--- config.mk ---
export PLATFORM = sky130hd
export DESIGN_NAME = tcp_header_option_parser_top
export DESIGN_NICKNAME = d
export VERILOG_FILES = /design/src/hdl/thop_pkg.sv /design/src/hdl/thop_opt_walk.sv /design/src/hdl/tcp_header_option_parser_top.sv
export VERILOG_INCLUDE_DIRS = /design/src /design/src/hdl
export SDC_FILE = /design/constraint.sdc
export NUM_CORES = 1
export LEC_CHECK = 0
export ABC_CLOCK_PERIOD_IN_PS = 7800
export BUFFER_PORTS_ARGS = -buffer_cell sky130_fd_sc_hd__clkbuf_2
export CAP_MARGIN = 0
export CORE_ASPECT_RATIO = 1.25
export CORE_MARGIN = 1.5
export CORE_UTILIZATION = 50
export CTS_CLUSTER_SIZE = 40
export DETAILED_ROUTE_END_ITERATION = 8
export HOLD_SLACK_MARGIN = 0.1
export PLACE_DENSITY = 0.74
export RECOVER_POWER = 50
export SYNTH_ARGS = -nofsm -noshare
export SYNTH_HDL_FRONTEND = slang
export SYNTH_HIERARCHICAL = 1
export SYNTH_SLANG_ARGS = --single-unit
--- constraint.sdc ---
create_clock -name clk -period 7.8 [get_ports clk]
set_clock_uncertainty 0.15 [all_clocks]
set_input_delay 1.17 -clock clk [delete_from_list [all_inputs] [get_ports clk]]
set_output_delay 1.17 -clock clk [all_outputs]
set_load 0.05 [all_outputs]
--- src/hdl/tcp_header_option_parser_top_assert.svh ---
// assertion macros for the tcp header and option parser
`ifndef TCP_HEADER_OPTION_PARSER_TOP_ASSERT_SVH
`define TCP_HEADER_OPTION_PARSER_TOP_ASSERT_SVH

`ifndef ASSERT_OFF

`define THOP_ASSERT(lbl, prop, msg) \
  lbl: assert property (@(posedge clk) disable iff (!rst_n) (prop)) else $error(msg);

`define THOP_ASSERT_ALWAYS(lbl, prop, msg) \
  lbl: assert property (@(posedge clk) (prop)) else $error(msg);

`else

`define THOP_ASSERT(lbl, prop, msg)

`define THOP_ASSERT_ALWAYS(lbl, prop, msg)

`endif

`endif

--- src/hdl/thop_pkg.sv ---
// shared types and constants for the tcp header and option parser
package thop_pkg;

  typedef enum logic [1:0] {
    PH_KIND,
    PH_LEN,
    PH_BODY,
    PH_STOP
  } opt_phase_t;

  typedef enum logic [1:0] {
    VERDICT_OK,
    VERDICT_SHORT,
    VERDICT_TRUNC,
    VERDICT_OPT_LONG
  } verdict_t;

  typedef struct packed {
    opt_phase_t  phase;
    logic [7:0]  kind;
    logic [7:0]  body_left;
    logic        ws_valid;
    logic [7:0]  ws_value;
    logic        err;
  } walk_t;

  localparam logic [7:0]  KIND_EOL     = 8'd0;
  localparam logic [7:0]  KIND_NOP     = 8'd1;
  localparam logic [7:0]  KIND_WSCALE  = 8'd3;
  localparam logic [7:0]  WSCALE_LEN   = 8'd3;
  localparam logic [7:0]  MIN_OPT_LEN  = 8'd2;

  localparam logic [15:0] POS_SRC_HI    = 16'd0;
  localparam logic [15:0] POS_SRC_LO    = 16'd1;
  localparam logic [15:0] POS_DST_HI    = 16'd2;
  localparam logic [15:0] POS_DST_LO    = 16'd3;
  localparam logic [15:0] POS_OFFSET    = 16'd12;
  localparam logic [15:0] POS_FLAGS     = 16'd13;
  localparam logic [15:0] POS_OPT_START = 16'd20;
  localparam logic [15:0] POS_MAX       = 16'hFFFF;

  localparam logic [15:0] MIN_SEG_LEN      = 16'd20;
  localparam logic [5:0]  BASE_HDR_LEN     = 6'd20;
  localparam logic [5:0]  MAX_OPTION_BYTES = 6'd40;

endpackage

--- src/hdl/thop_opt_walk.sv ---
// kind/length/body step of the tcp option walk, one option byte per call
module thop_opt_walk
  import thop_pkg::*;
(
  input  walk_t      cur,
  input  logic [7:0] opt_byte,
  input  logic [5:0] area_left,
  output walk_t      nxt
);

  logic [8:0] len_limit;

  // the kind byte came one earlier, so the area then held one more byte
  assign len_limit = {3'b000, area_left} + 9'd1;

  always_comb begin
    nxt = cur;
    unique case (cur.phase)
      PH_KIND: begin
        if (opt_byte == KIND_EOL) begin
          nxt.phase = PH_STOP;
        end else if (opt_byte == KIND_NOP) begin
          nxt.phase = PH_KIND;
        end else if ({2'b00, area_left} < MIN_OPT_LEN) begin
          nxt.phase = PH_STOP;
        end else begin
          nxt.kind  = opt_byte;
          nxt.phase = PH_LEN;
        end
      end
      PH_LEN: begin
        if (({1'b0, opt_byte} > len_limit) || (opt_byte < MIN_OPT_LEN)) begin
          nxt.err   = 1'b1;
          nxt.phase = PH_STOP;
        end else begin
          // keep the kind only for the first window scale of proper length
          if (!(cur.kind == KIND_WSCALE && opt_byte == WSCALE_LEN && !cur.ws_valid)) begin
            nxt.kind = KIND_EOL;
          end
          nxt.body_left = opt_byte - MIN_OPT_LEN;
          nxt.phase     = (opt_byte == MIN_OPT_LEN) ? PH_KIND : PH_BODY;
        end
      end
      PH_BODY: begin
        if (cur.kind == KIND_WSCALE) begin
          nxt.ws_value = opt_byte;
          nxt.ws_valid = 1'b1;
          nxt.kind     = KIND_EOL;
        end
        nxt.body_left = cur.body_left - 8'd1;
        if (cur.body_left == 8'd1) begin
          nxt.phase = PH_KIND;
        end
      end
      PH_STOP: begin
        nxt = cur;
      end
      default: begin
        nxt = cur;
      end
    endcase
  end

endmodule

--- src/hdl/tcp_header_option_parser_top.sv ---
// The result is registered: it appears in the output register in the cycle after the last beat is taken.
// Throughput: one byte beat per cycle; header state and the option walk update in that cycle.
// in_tready drops only for a last beat while an earlier result is still held at the output.
// Reset (rst_n low at a clock edge) returns to the start of a segment with no result pending.
// After each last beat the parser state clears itself for the next segment.
`include "tcp_header_option_parser_top_assert.svh"

module tcp_header_option_parser_top
  import thop_pkg::*;
(
  input  logic        clk,
  input  logic        rst_n,
  input  logic        in_tvalid,
  output logic        in_tready,
  input  logic [7:0]  in_tdata,   // [7:0] data_byte
  input  logic        in_tlast,   // last_byte
  output logic        out_tvalid,
  input  logic        out_tready,
  // [1:0] verdict, [17:2] source_port, [33:18] dest_port, [39:34] header_length,
  // [55:40] payload_length, [56] syn_seen, [57] wscale_present,
  // [65:58] wscale_shift, [66] option_error, [71:67] zero
  output logic [71:0] out_tdata
);

  localparam walk_t WALK_RESET = '{phase: PH_KIND, kind: KIND_EOL, body_left: 8'd0,
                                   ws_valid: 1'b0, ws_value: 8'd0, err: 1'b0};

  logic        in_fire;
  logic [7:0]  b;

  logic [15:0] pos_r, pos_nxt;
  logic [15:0] src_r, src_nxt;
  logic [15:0] dst_r, dst_nxt;
  logic [3:0]  offset_r, offset_nxt;
  logic        syn_r, syn_nxt;
  logic [5:0]  opt_left_r, opt_left_nxt;
  walk_t       walk_r, walk_nxt, walk_step;

  logic [5:0]  hl_byte;
  logic [5:0]  hlen;
  logic [15:0] seg_len;
  verdict_t    verdict;

  logic        out_valid_r, out_valid_nxt;
  verdict_t    o_verdict_r, o_verdict_nxt;
  logic [15:0] o_src_r, o_src_nxt;
  logic [15:0] o_dst_r, o_dst_nxt;
  logic [5:0]  o_hlen_r, o_hlen_nxt;
  logic [15:0] o_pay_r, o_pay_nxt;
  logic        o_syn_r, o_syn_nxt;
  logic        o_wsp_r, o_wsp_nxt;
  logic [7:0]  o_wss_r, o_wss_nxt;
  logic        o_err_r, o_err_nxt;

  // non-last beats never produce a result, so they pass even while output is held
  assign in_tready = !out_valid_r || out_tready || !in_tlast;
  assign in_fire   = in_tvalid && in_tready;
  assign b         = in_tdata;
  assign hl_byte   = {b[7:4], 2'b00};

  thop_opt_walk u_walk (
    .cur       (walk_r),
    .opt_byte  (b),
    .area_left (opt_left_r),
    .nxt       (walk_step)
  );

  // header capture and option walk for the accepted beat
  always_comb begin
    src_nxt      = src_r;
    dst_nxt      = dst_r;
    offset_nxt   = offset_r;
    syn_nxt      = syn_r;
    opt_left_nxt = opt_left_r;
    walk_nxt     = walk_r;
    priority if (pos_r == POS_SRC_HI) begin
      src_nxt[15:8] = b;
    end else if (pos_r == POS_SRC_LO) begin
      src_nxt[7:0] = b;
    end else if (pos_r == POS_DST_HI) begin
      dst_nxt[15:8] = b;
    end else if (pos_r == POS_DST_LO) begin
      dst_nxt[7:0] = b;
    end else if (pos_r == POS_OFFSET) begin
      offset_nxt   = b[7:4];
      opt_left_nxt = (hl_byte >= BASE_HDR_LEN) ? (hl_byte - BASE_HDR_LEN) : 6'd0;
    end else if (pos_r == POS_FLAGS) begin
      syn_nxt = b[1];
    end else if (pos_r >= POS_OPT_START && opt_left_r != 6'd0) begin
      walk_nxt     = walk_step;
      opt_left_nxt = opt_left_r - 6'd1;
    end else begin
      walk_nxt = walk_r;
    end
    pos_nxt = (pos_r == POS_MAX) ? POS_MAX : pos_r + 16'd1;
  end

  // verdict from the state as it stands after this beat
  assign hlen    = {offset_nxt, 2'b00};
  assign seg_len = (pos_r == POS_MAX) ? POS_MAX : pos_r + 16'd1;

  always_comb begin
    priority if (seg_len < MIN_SEG_LEN) begin
      verdict = VERDICT_SHORT;
    end else if (seg_len < {10'd0, hlen}) begin
      verdict = VERDICT_TRUNC;
    end else if (hlen < BASE_HDR_LEN || (hlen - BASE_HDR_LEN) > MAX_OPTION_BYTES) begin
      // an offset under five wraps to a huge option area
      verdict = VERDICT_OPT_LONG;
    end else begin
      verdict = VERDICT_OK;
    end
  end

  always_comb begin
    o_verdict_nxt = o_verdict_r;
    o_src_nxt     = o_src_r;
    o_dst_nxt     = o_dst_r;
    o_hlen_nxt    = o_hlen_r;
    o_pay_nxt     = o_pay_r;
    o_syn_nxt     = o_syn_r;
    o_wsp_nxt     = o_wsp_r;
    o_wss_nxt     = o_wss_r;
    o_err_nxt     = o_err_r;
    if (out_tready) begin
      out_valid_nxt = 1'b0;
    end else begin
      out_valid_nxt = out_valid_r;
    end
    if (in_fire && in_tlast) begin
      out_valid_nxt = 1'b1;
      o_verdict_nxt = verdict;
      o_hlen_nxt    = hlen;
      if (verdict == VERDICT_OK) begin
        o_src_nxt = src_nxt;
        o_dst_nxt = dst_nxt;
        o_pay_nxt = seg_len - {10'd0, hlen};
        o_syn_nxt = syn_nxt;
        o_wsp_nxt = walk_nxt.ws_valid;
        o_wss_nxt = walk_nxt.ws_valid ? walk_nxt.ws_value : 8'd0;
        o_err_nxt = walk_nxt.err;
      end else begin
        o_src_nxt = 16'd0;
        o_dst_nxt = 16'd0;
        o_pay_nxt = 16'd0;
        o_syn_nxt = 1'b0;
        o_wsp_nxt = 1'b0;
        o_wss_nxt = 8'd0;
        o_err_nxt = 1'b0;
      end
    end
  end

  always_ff @(posedge clk) begin
    if (!rst_n) begin
      pos_r       <= 16'd0;
      offset_r    <= 4'd0;
      syn_r       <= 1'b0;
      opt_left_r  <= 6'd0;
      walk_r      <= WALK_RESET;
      out_valid_r <= 1'b0;
    end else begin
      out_valid_r <= out_valid_nxt;
      if (in_fire) begin
        if (in_tlast) begin
          pos_r      <= 16'd0;
          offset_r   <= 4'd0;
          syn_r      <= 1'b0;
          opt_left_r <= 6'd0;
          walk_r     <= WALK_RESET;
        end else begin
          pos_r      <= pos_nxt;
          offset_r   <= offset_nxt;
          syn_r      <= syn_nxt;
          opt_left_r <= opt_left_nxt;
          walk_r     <= walk_nxt;
        end
      end
    end
  end

  always_ff @(posedge clk) begin
    if (in_fire) begin
      src_r <= src_nxt;
      dst_r <= dst_nxt;
    end
    o_verdict_r <= o_verdict_nxt;
    o_src_r     <= o_src_nxt;
    o_dst_r     <= o_dst_nxt;
    o_hlen_r    <= o_hlen_nxt;
    o_pay_r     <= o_pay_nxt;
    o_syn_r     <= o_syn_nxt;
    o_wsp_r     <= o_wsp_nxt;
    o_wss_r     <= o_wss_nxt;
    o_err_r     <= o_err_nxt;
  end

  assign out_tvalid = out_valid_r;
  assign out_tdata  = {5'd0, o_err_r, o_wss_r, o_wsp_r, o_syn_r, o_pay_r, o_hlen_r,
                       o_dst_r, o_src_r, o_verdict_r};

  `THOP_ASSERT(a_last_gives_result, in_fire && in_tlast |=> out_valid_r, "last beat lost its result")
  `THOP_ASSERT(a_last_clears_pos, in_fire && in_tlast |=> pos_r == 16'd0, "position not cleared after last beat")
  `THOP_ASSERT(a_drop_zeroes, out_valid_r && o_verdict_r != VERDICT_OK |-> o_pay_r == 16'd0 && !o_err_r && !o_wsp_r, "dropped segment carries fields")
  `THOP_ASSERT(a_stall_only_last, !in_tready |-> out_valid_r && !out_tready && in_tlast, "input stalled without cause")
  `THOP_ASSERT(a_wscale_gated, out_valid_r && !o_wsp_r |-> o_wss_r == 8'd0, "window scale shift without option")

endmodule

### Word-level counts from Yosys, hierarchy flattened

Cells that the tools add are included.

| storage, ports and cells | value |
|---|---|
| bits of input ports | 13 |
| register bits after elaboration | 153 |
| logic and storage cells | 157 |
| output and inout bits | 74 |

| cells by class | value |
|---|---|
| reduce and logical (&&, ||, !) cells | 26 |
| equal/unequal tests | 29 |
| mux-type cells | 63 |
| $add $sub $neg | 8 |
| magnitude comparators | 9 |

Operators by type and width:

| operator | number |
|---|---|
| $mux W28 | 8 |
| $mux W8 | 11 |
| $mux W16 | 5 |
| $mux W6 | 9 |
| $eq A16 B2 Y1 const B | 2 |
| $eq A16 B4 Y1 const B | 2 |
| $pmux W10 S3 | 1 |
| $eq A8 B2 Y1 const B | 3 |
| $mux W4 | 6 |
| $reduce_and A10 Y1 | 2 |
| $mux W2 | 9 |
| $mux W9 | 2 |
| $ne A3 B3 Y1 const B | 6 |
| $add A16 B1 Y16 const B | 1 |
| $eq A16 B1 Y1 const B | 1 |
| $eq A16 B16 Y1 const B | 1 |
| $eq A8 B1 Y1 const B | 2 |
| $ge A16 B5 Y1 const B | 1 |
| $logic_not A16 Y1 | 1 |
| $lt A16 B5 Y1 const B | 1 |
| $lt A16 B6 Y1 | 1 |
| $pmux W8 S2 | 1 |
| $sub A16 B6 Y16 | 1 |
| $reduce_and A15 Y1 | 1 |
| other kinds (26) | 57 |

### Longest topological paths before layout

| logic depth | value |
|---|---|
| word-level depth | 14 |
| depth in mapped cells | 18 |
| gate-level depth less buffers | 16 |

### Cells and area by module

Netlist, hierarchy kept.

By module, submodules not included:

| module | instances | area each (µm²) | cells each |
|---|---|---|---|
| tcp_header_option_parser_top | 1 | 7726.2 | 734 |
| thop_opt_walk | 1 | 1313.8 | 181 |

### Least setup slack after synthesis

OpenSTA, ideal clock, no wires.

| timing | value |
|---|---|
| path type | register to register |
| from | register pos_r[2] |
| to | register o_src_r[10], data pin |
| path buffers | 3 |
| period minus slack after synthesis | 4.466 ns |
| cell stages (with the launch flop) | 18 |
| slack | 3.334 ns |
| data arrival time | 4.054 ns |
| path through | dfxtp_1 clkbuf_1 nand2_1 or3_1 or4_1 nor2_1 a21oi_1 inv_1 ha_1 inv_1 fa_1 a21o_1 a21oi_1 nand2_1 a2111oi_4 buf_2 buf_2 nor3_1 |

| between the ends | value |
|---|---|
| word-level cells in the longest chain between the ends | 13 |
| elaborated cells between the ends (all ways) | 24 |
| those cells by class | 2 x add/sub; 4 x order compare; 5 x eq/ne; 10 x mux; 3 x reduce/logical |

Ends and longest elaborated chain:

| what | RTL line | source |
|---|---|---|
| start: declaration | tcp_header_option_parser_top.sv:31 | `logic [15:0] pos_r, pos_nxt;` |
| start signal: assignment | tcp_header_option_parser_top.sv:172 | `pos_r <= pos_nxt;` |
| $eq A16 B4 Y1 | tcp_header_option_parser_top.sv:84 | `end else if (pos_r == POS_OFFSET) begin` |
| $mux W4 | tcp_header_option_parser_top.sv:84 |  |
| $mux W4 | tcp_header_option_parser_top.sv:82 | `end else if (pos_r == POS_DST_LO) begin` |
| $mux W4 | tcp_header_option_parser_top.sv:80 | `end else if (pos_r == POS_DST_HI) begin` |
| $mux W4 | tcp_header_option_parser_top.sv:78 | `end else if (pos_r == POS_SRC_LO) begin` |
| $mux W4 * | tcp_header_option_parser_top.sv:76 | `priority if (pos_r == POS_SRC_HI) begin` |
| named net offset_nxt[0] | tcp_header_option_parser_top.sv:34 | `logic [3:0] offset_r, offset_nxt;` |
| $sub A6 B5 Y6 | tcp_header_option_parser_top.sv:107 | `end else if (hlen < BASE_HDR_LEN \|\| (hlen - BASE_HDR_LEN) > MAX_OPTION_BYTES) begin` |
| $gt A6 B6 Y1 | tcp_header_option_parser_top.sv:107 |  |
| $logic_or A1 B1 Y1 | tcp_header_option_parser_top.sv:107 |  |
| $mux W2 | tcp_header_option_parser_top.sv:107 |  |
| $mux W2 * | tcp_header_option_parser_top.sv:105 | `end else if (seg_len < {10'd0, hlen}) begin` |
| $mux W2 * | tcp_header_option_parser_top.sv:103 | `priority if (seg_len < MIN_SEG_LEN) begin` |
| $logic_not A2 Y1 * | tcp_header_option_parser_top.sv:134 | `if (verdict == VERDICT_OK) begin` |
| end signal: assignment | tcp_header_option_parser_top.sv:188 | `o_src_r <= o_src_nxt;` |
| end: declaration | tcp_header_option_parser_top.sv:46 | `logic [15:0] o_src_r, o_src_nxt;` |

The timed path passes the listed nets; every way through them passes the cells marked *.
A chain may end at the register's enable or synchronous reset.

### Final worst setup path

| timing | value |
|---|---|
| from | register pos_r[6] |
| to | register o_pay_r[10], data pin |

| between the ends | value |
|---|---|
| word-level cells in the longest chain between the ends | 13 |
| elaborated cells between the ends (all ways) | 24 |
| those cells by class | 3 x add/sub; 4 x order compare; 5 x eq/ne; 9 x mux; 3 x reduce/logical |

Ends and longest elaborated chain:

| what | RTL line | source |
|---|---|---|
| $eq A16 B4 Y1 | tcp_header_option_parser_top.sv:84 |  |
| $mux W4 | tcp_header_option_parser_top.sv:84 |  |
| $mux W4 | tcp_header_option_parser_top.sv:82 |  |
| $mux W4 | tcp_header_option_parser_top.sv:80 |  |
| $mux W4 | tcp_header_option_parser_top.sv:78 |  |
| $mux W4 | tcp_header_option_parser_top.sv:76 |  |
| $sub A6 B5 Y6 | tcp_header_option_parser_top.sv:107 |  |
| $gt A6 B6 Y1 | tcp_header_option_parser_top.sv:107 |  |
| $logic_or A1 B1 Y1 | tcp_header_option_parser_top.sv:107 |  |
| $mux W2 | tcp_header_option_parser_top.sv:107 |  |
| $mux W2 | tcp_header_option_parser_top.sv:105 |  |
| $mux W2 | tcp_header_option_parser_top.sv:103 |  |
| $logic_not A2 Y1 | tcp_header_option_parser_top.sv:134 |  |
| end signal: assignment | tcp_header_option_parser_top.sv:191 | `o_pay_r <= o_pay_nxt;` |
| end: declaration | tcp_header_option_parser_top.sv:49 | `logic [15:0] o_pay_r, o_pay_nxt;` |

Parallel ways exist; a longest one is shown, timed or not.

==> results.sh <==
export IMPL_status="finished, violations left"
export IMPL_failed_checks="capacitance limit, slew limit"
export IMPL_hold_viol=0
export IMPL_portBuffers=79
export IMPL_wl_per_cell_um=18.4
export IMPL_ys_seq_area_frac=0.446
export IMPL_crit_required_ps=7790
export IMPL_final_antenna_net_count=0
export IMPL_critPathSlowestCell="or4_1"
export IMPL_reg2reg_to="o_pay_r[10]"
export IMPL_slowest_delay_ps=630
export IMPL_dieHeight_um=153
export IMPL_nFillCells=1569
export IMPL_startpoint_type="flip-flop"
export IMPL_grt_antenna_before_repair=0
export IMPL_hold_ws_ps=386
export IMPL_period_share=0.662
export IMPL_cts_tree="done"
export IMPL_rows=54
export IMPL_hold_start="syn_r"
export IMPL_stdcell_area_mm2=0.00988
export IMPL_gp_congestion=0.987
export IMPL_clock_path_buffers=2
export IMPL_initialDrtViolationCount=694
export IMPL_post_cts_buffers=0
export IMPL_endpoint_kind="flip-flop"
export IMPL_arrival_ps=5150
export IMPL_path_max_fanout=57
export IMPL_core_area_mm2=0.0176
export IMPL_cap_violations=2
export IMPL_netlist_area_mm2=0.00904
export IMPL_io_pins=87
export IMPL_fin_tns_setup_ps=0
export IMPL_drc=0
export IMPL_crit_family="simple AND/OR/NAND/NOR gates"
export IMPL_synth_edff_count=97
export IMPL_max_freq_mhz=194
export IMPL_cp_depth=11
export IMPL_hp_class="reg -> reg"
export IMPL_vias=7217
export IMPL_cts_made_buffers=17
export IMPL_synth_cells=915
export IMPL_routed_top_layer="met4"
export IMPL_nNetsFinal=993
export IMPL_crit_type="reg -> reg"
export IMPL_yosys_most_used_dff="edfxtp_1"
export IMPL_tightestPinTransition_ps=3300
export IMPL_ys_async_sr_fraction=0
export IMPL_dpl_hpwl_um=14200
export IMPL_ctsHtreeMaxLevel=4
export IMPL_clk_pin_slew_ps=60
export IMPL_worstHoldPathCells=2
export IMPL_syn_avg_cell_area_um2=9.88
export IMPL_reg2reg_slack_ps=2640
export IMPL_hold_end="syn_r"
export IMPL_cts_root_buf="clkbuf_16"
export IMPL_dpl_instance_area_mm2=0.00938
export IMPL_wirelength_met1_um=9080
export IMPL_dieArea_mm2=0.0189
export IMPL_grt_pass1_vias=6881
export IMPL_worstPathCellList="or4_1 > or3_4 > nor4_4 > mux2i_1 > ha_1 > a21o_1 > a21oi_1 > nand2_1 > a2111oi_4 > buf_4 > nor4_1"
export IMPL_syn2layout_area_growth_pct=9.30
export IMPL_drt_wl_total_um=21900
export IMPL_crit_buf_inv=1
export IMPL_ys_ff_latch=153
export IMPL_grt_use_total=0.237
export IMPL_post_cts_resized=0
export IMPL_min_period_ps=5160
export IMPL_worstRegToRegCells=11
export IMPL_final_common_cell="edfxtp_1"
export IMPL_overflow=0
export IMPL_final_cell_mix="97 x edfxtp_1, 69 x clkbuf_1, 62 x inv_1"
export IMPL_grt_max_degree=62
export IMPL_ys_types=81
export IMPL_powerDensity_mw_per_mm2=191
export IMPL_grt_pass1_wl_um=35000
export IMPL_clock_sinks=153
export IMPL_finalMaxSlewViolations=97
export IMPL_holdBufCountCts=0
export IMPL_multi_input_area_mm2=0.00438
export IMPL_initial_utilization=0.515
export IMPL_diodes=0
export IMPL_vias_per_cell=6.09
export IMPL_first_pass_iters=5
export IMPL_regArea_mm2=0.00403
export IMPL_met2_length_um=10800
export IMPL_r2r_start="pos_r[6]"
export IMPL_die_x_um=123
export IMPL_yosysTopAreaCellShare=0.322
export IMPL_yosys_top_cells_area="edfxtp_1 32%, dfxtp_1 12%, mux2i_1 5.4%, ha_1 4.2%, nor2b_1 3.5%"
export IMPL_startpoint="pos_r[6]"
export IMPL_drive_above_1_share=0.0800
export IMPL_p_leak_uw=0.00348
export IMPL_clkLatencyLatePin_ps=430
export IMPL_slew_headroom=-1.20
export IMPL_dr_wl_met3_um=1470
export IMPL_rsz0062_at_grt="false"
export IMPL_ir_drop_mv=0.155
export IMPL_yosysTopAreaCell="edfxtp_1"
export IMPL_ys_warn_count=6
export IMPL_setup_viol=0
[cells in the mapped netlist (10+ instances only)]
cell       n
nand3_1   44
dfxtp_1   56
xnor2_1   11
clkbuf_1  42
o211ai_1  10
ha_1      30
a21oi_1   29
nand2b_1  10
edfxtp_1  97
nor4_1    13
nor3_1    55
nor2b_1   51
a22oi_1   39
mux2i_1   49
nor2_1    33
a211oi_1  17
nand2_1   40
o21ai_0   34
inv_1     62
buf_4     18
[worst max path at each step]
stage,endpoint,slack [ps]
after global routing,o_pay_r[10],2300
after floorplan,o_src_r[10],3330
after CTS,o_pay_r[10],2670
after detailed placement,o_pay_r[10],2670
after global placement,o_pay_r[13],2850
final,o_pay_r[10],2640
[where the power goes]
part | leakage [µW] | total [µW] | switching [µW] | internal (µW)
Combinational | 0.00181 | 156 | 121 | 34.6
Sequential | 0.00139 | 895 | 8.40 | 887
Clock | 0.000287 | 834 | 355 | 479
Total | 0.00348 | 1880 | 484 | 1400
[through the flow]
step | std cells | utilization | total power [µW] | worst slack [ps]
after floorplan | 921 | - | 1030 | 3330
after global placement | 1154 | 0.534 | 1070 | 2850
after detailed placement | 1154 | 0.534 | 1070 | 2670
after CTS | 1186 | 0.568 | 1900 | 2670
after global routing | 1186 | 0.562 | 1940 | 2300
final | 1186 | 0.562 | 1880 | 2640
[area by class of cell]
| cell class | instances | share of cell area |
|---|---|---|
| inverter | 64 | 0.0243 |
| sequential | 153 | 0.408 |
| timing repair buffer | 85 | 0.0353 |
| clock buffer | 17 | 0.0431 |
| tap | 224 | 0.0284 |
| clock inverter | 15 | 0.0172 |
| multi-input combinational | 628 | 0.443 |
[cells by family (layout without fill, tap and decap cells)]
kind of cell,after synthesis,count (layout),synth area share
AND/OR/NAND/NOR,316,316,0.199
multiplexers,55,55,0.0617
adder cells (fa/ha/maj),31,31,0.0437
AO/OA/AOI/OAI,199,199,0.158
XOR/XNOR,20,20,0.0194
flip-flops,153,153,0.446
other,1,7,0.000415
buffers and inverters,140,181,0.0716
[state kept, by name, summed over array words and instances, names as in the netlist]
register / flops
walk_r: 28
dst_r: 16
o_dst_r: 16
o_pay_r: 16
o_src_r: 16
pos_r: 16
src_r: 16
o_wss_r: 8
opt_left_r: 6
o_hlen_r: 4
offset_r: 4
o_verdict_r: 2
o_err_r: 1
o_syn_r: 1
o_wsp_r: 1
out_tvalid: 1
syn_r: 1
[metal layers]
layer / vias up / global-route usage
li1: 3444 / -
met1: 3454 / 0.293
met2: 279 / 0.404
met3: 40 / 0.0433
met4: 0 / 0.0947
met5: - / 0
[worst reg2reg max path, stage by stage, from the launching register on]
cell and delay, ps:
dfxtp_1 440, or4_1 630, or3_4 450, nor4_4 530, mux2i_1 390, ha_1 340
a21o_1 200, a21oi_1 330, nand2_1 240, a2111oi_4 440, buf_4 580, nor4_1 160
Power figures use the tool's default switching activity.
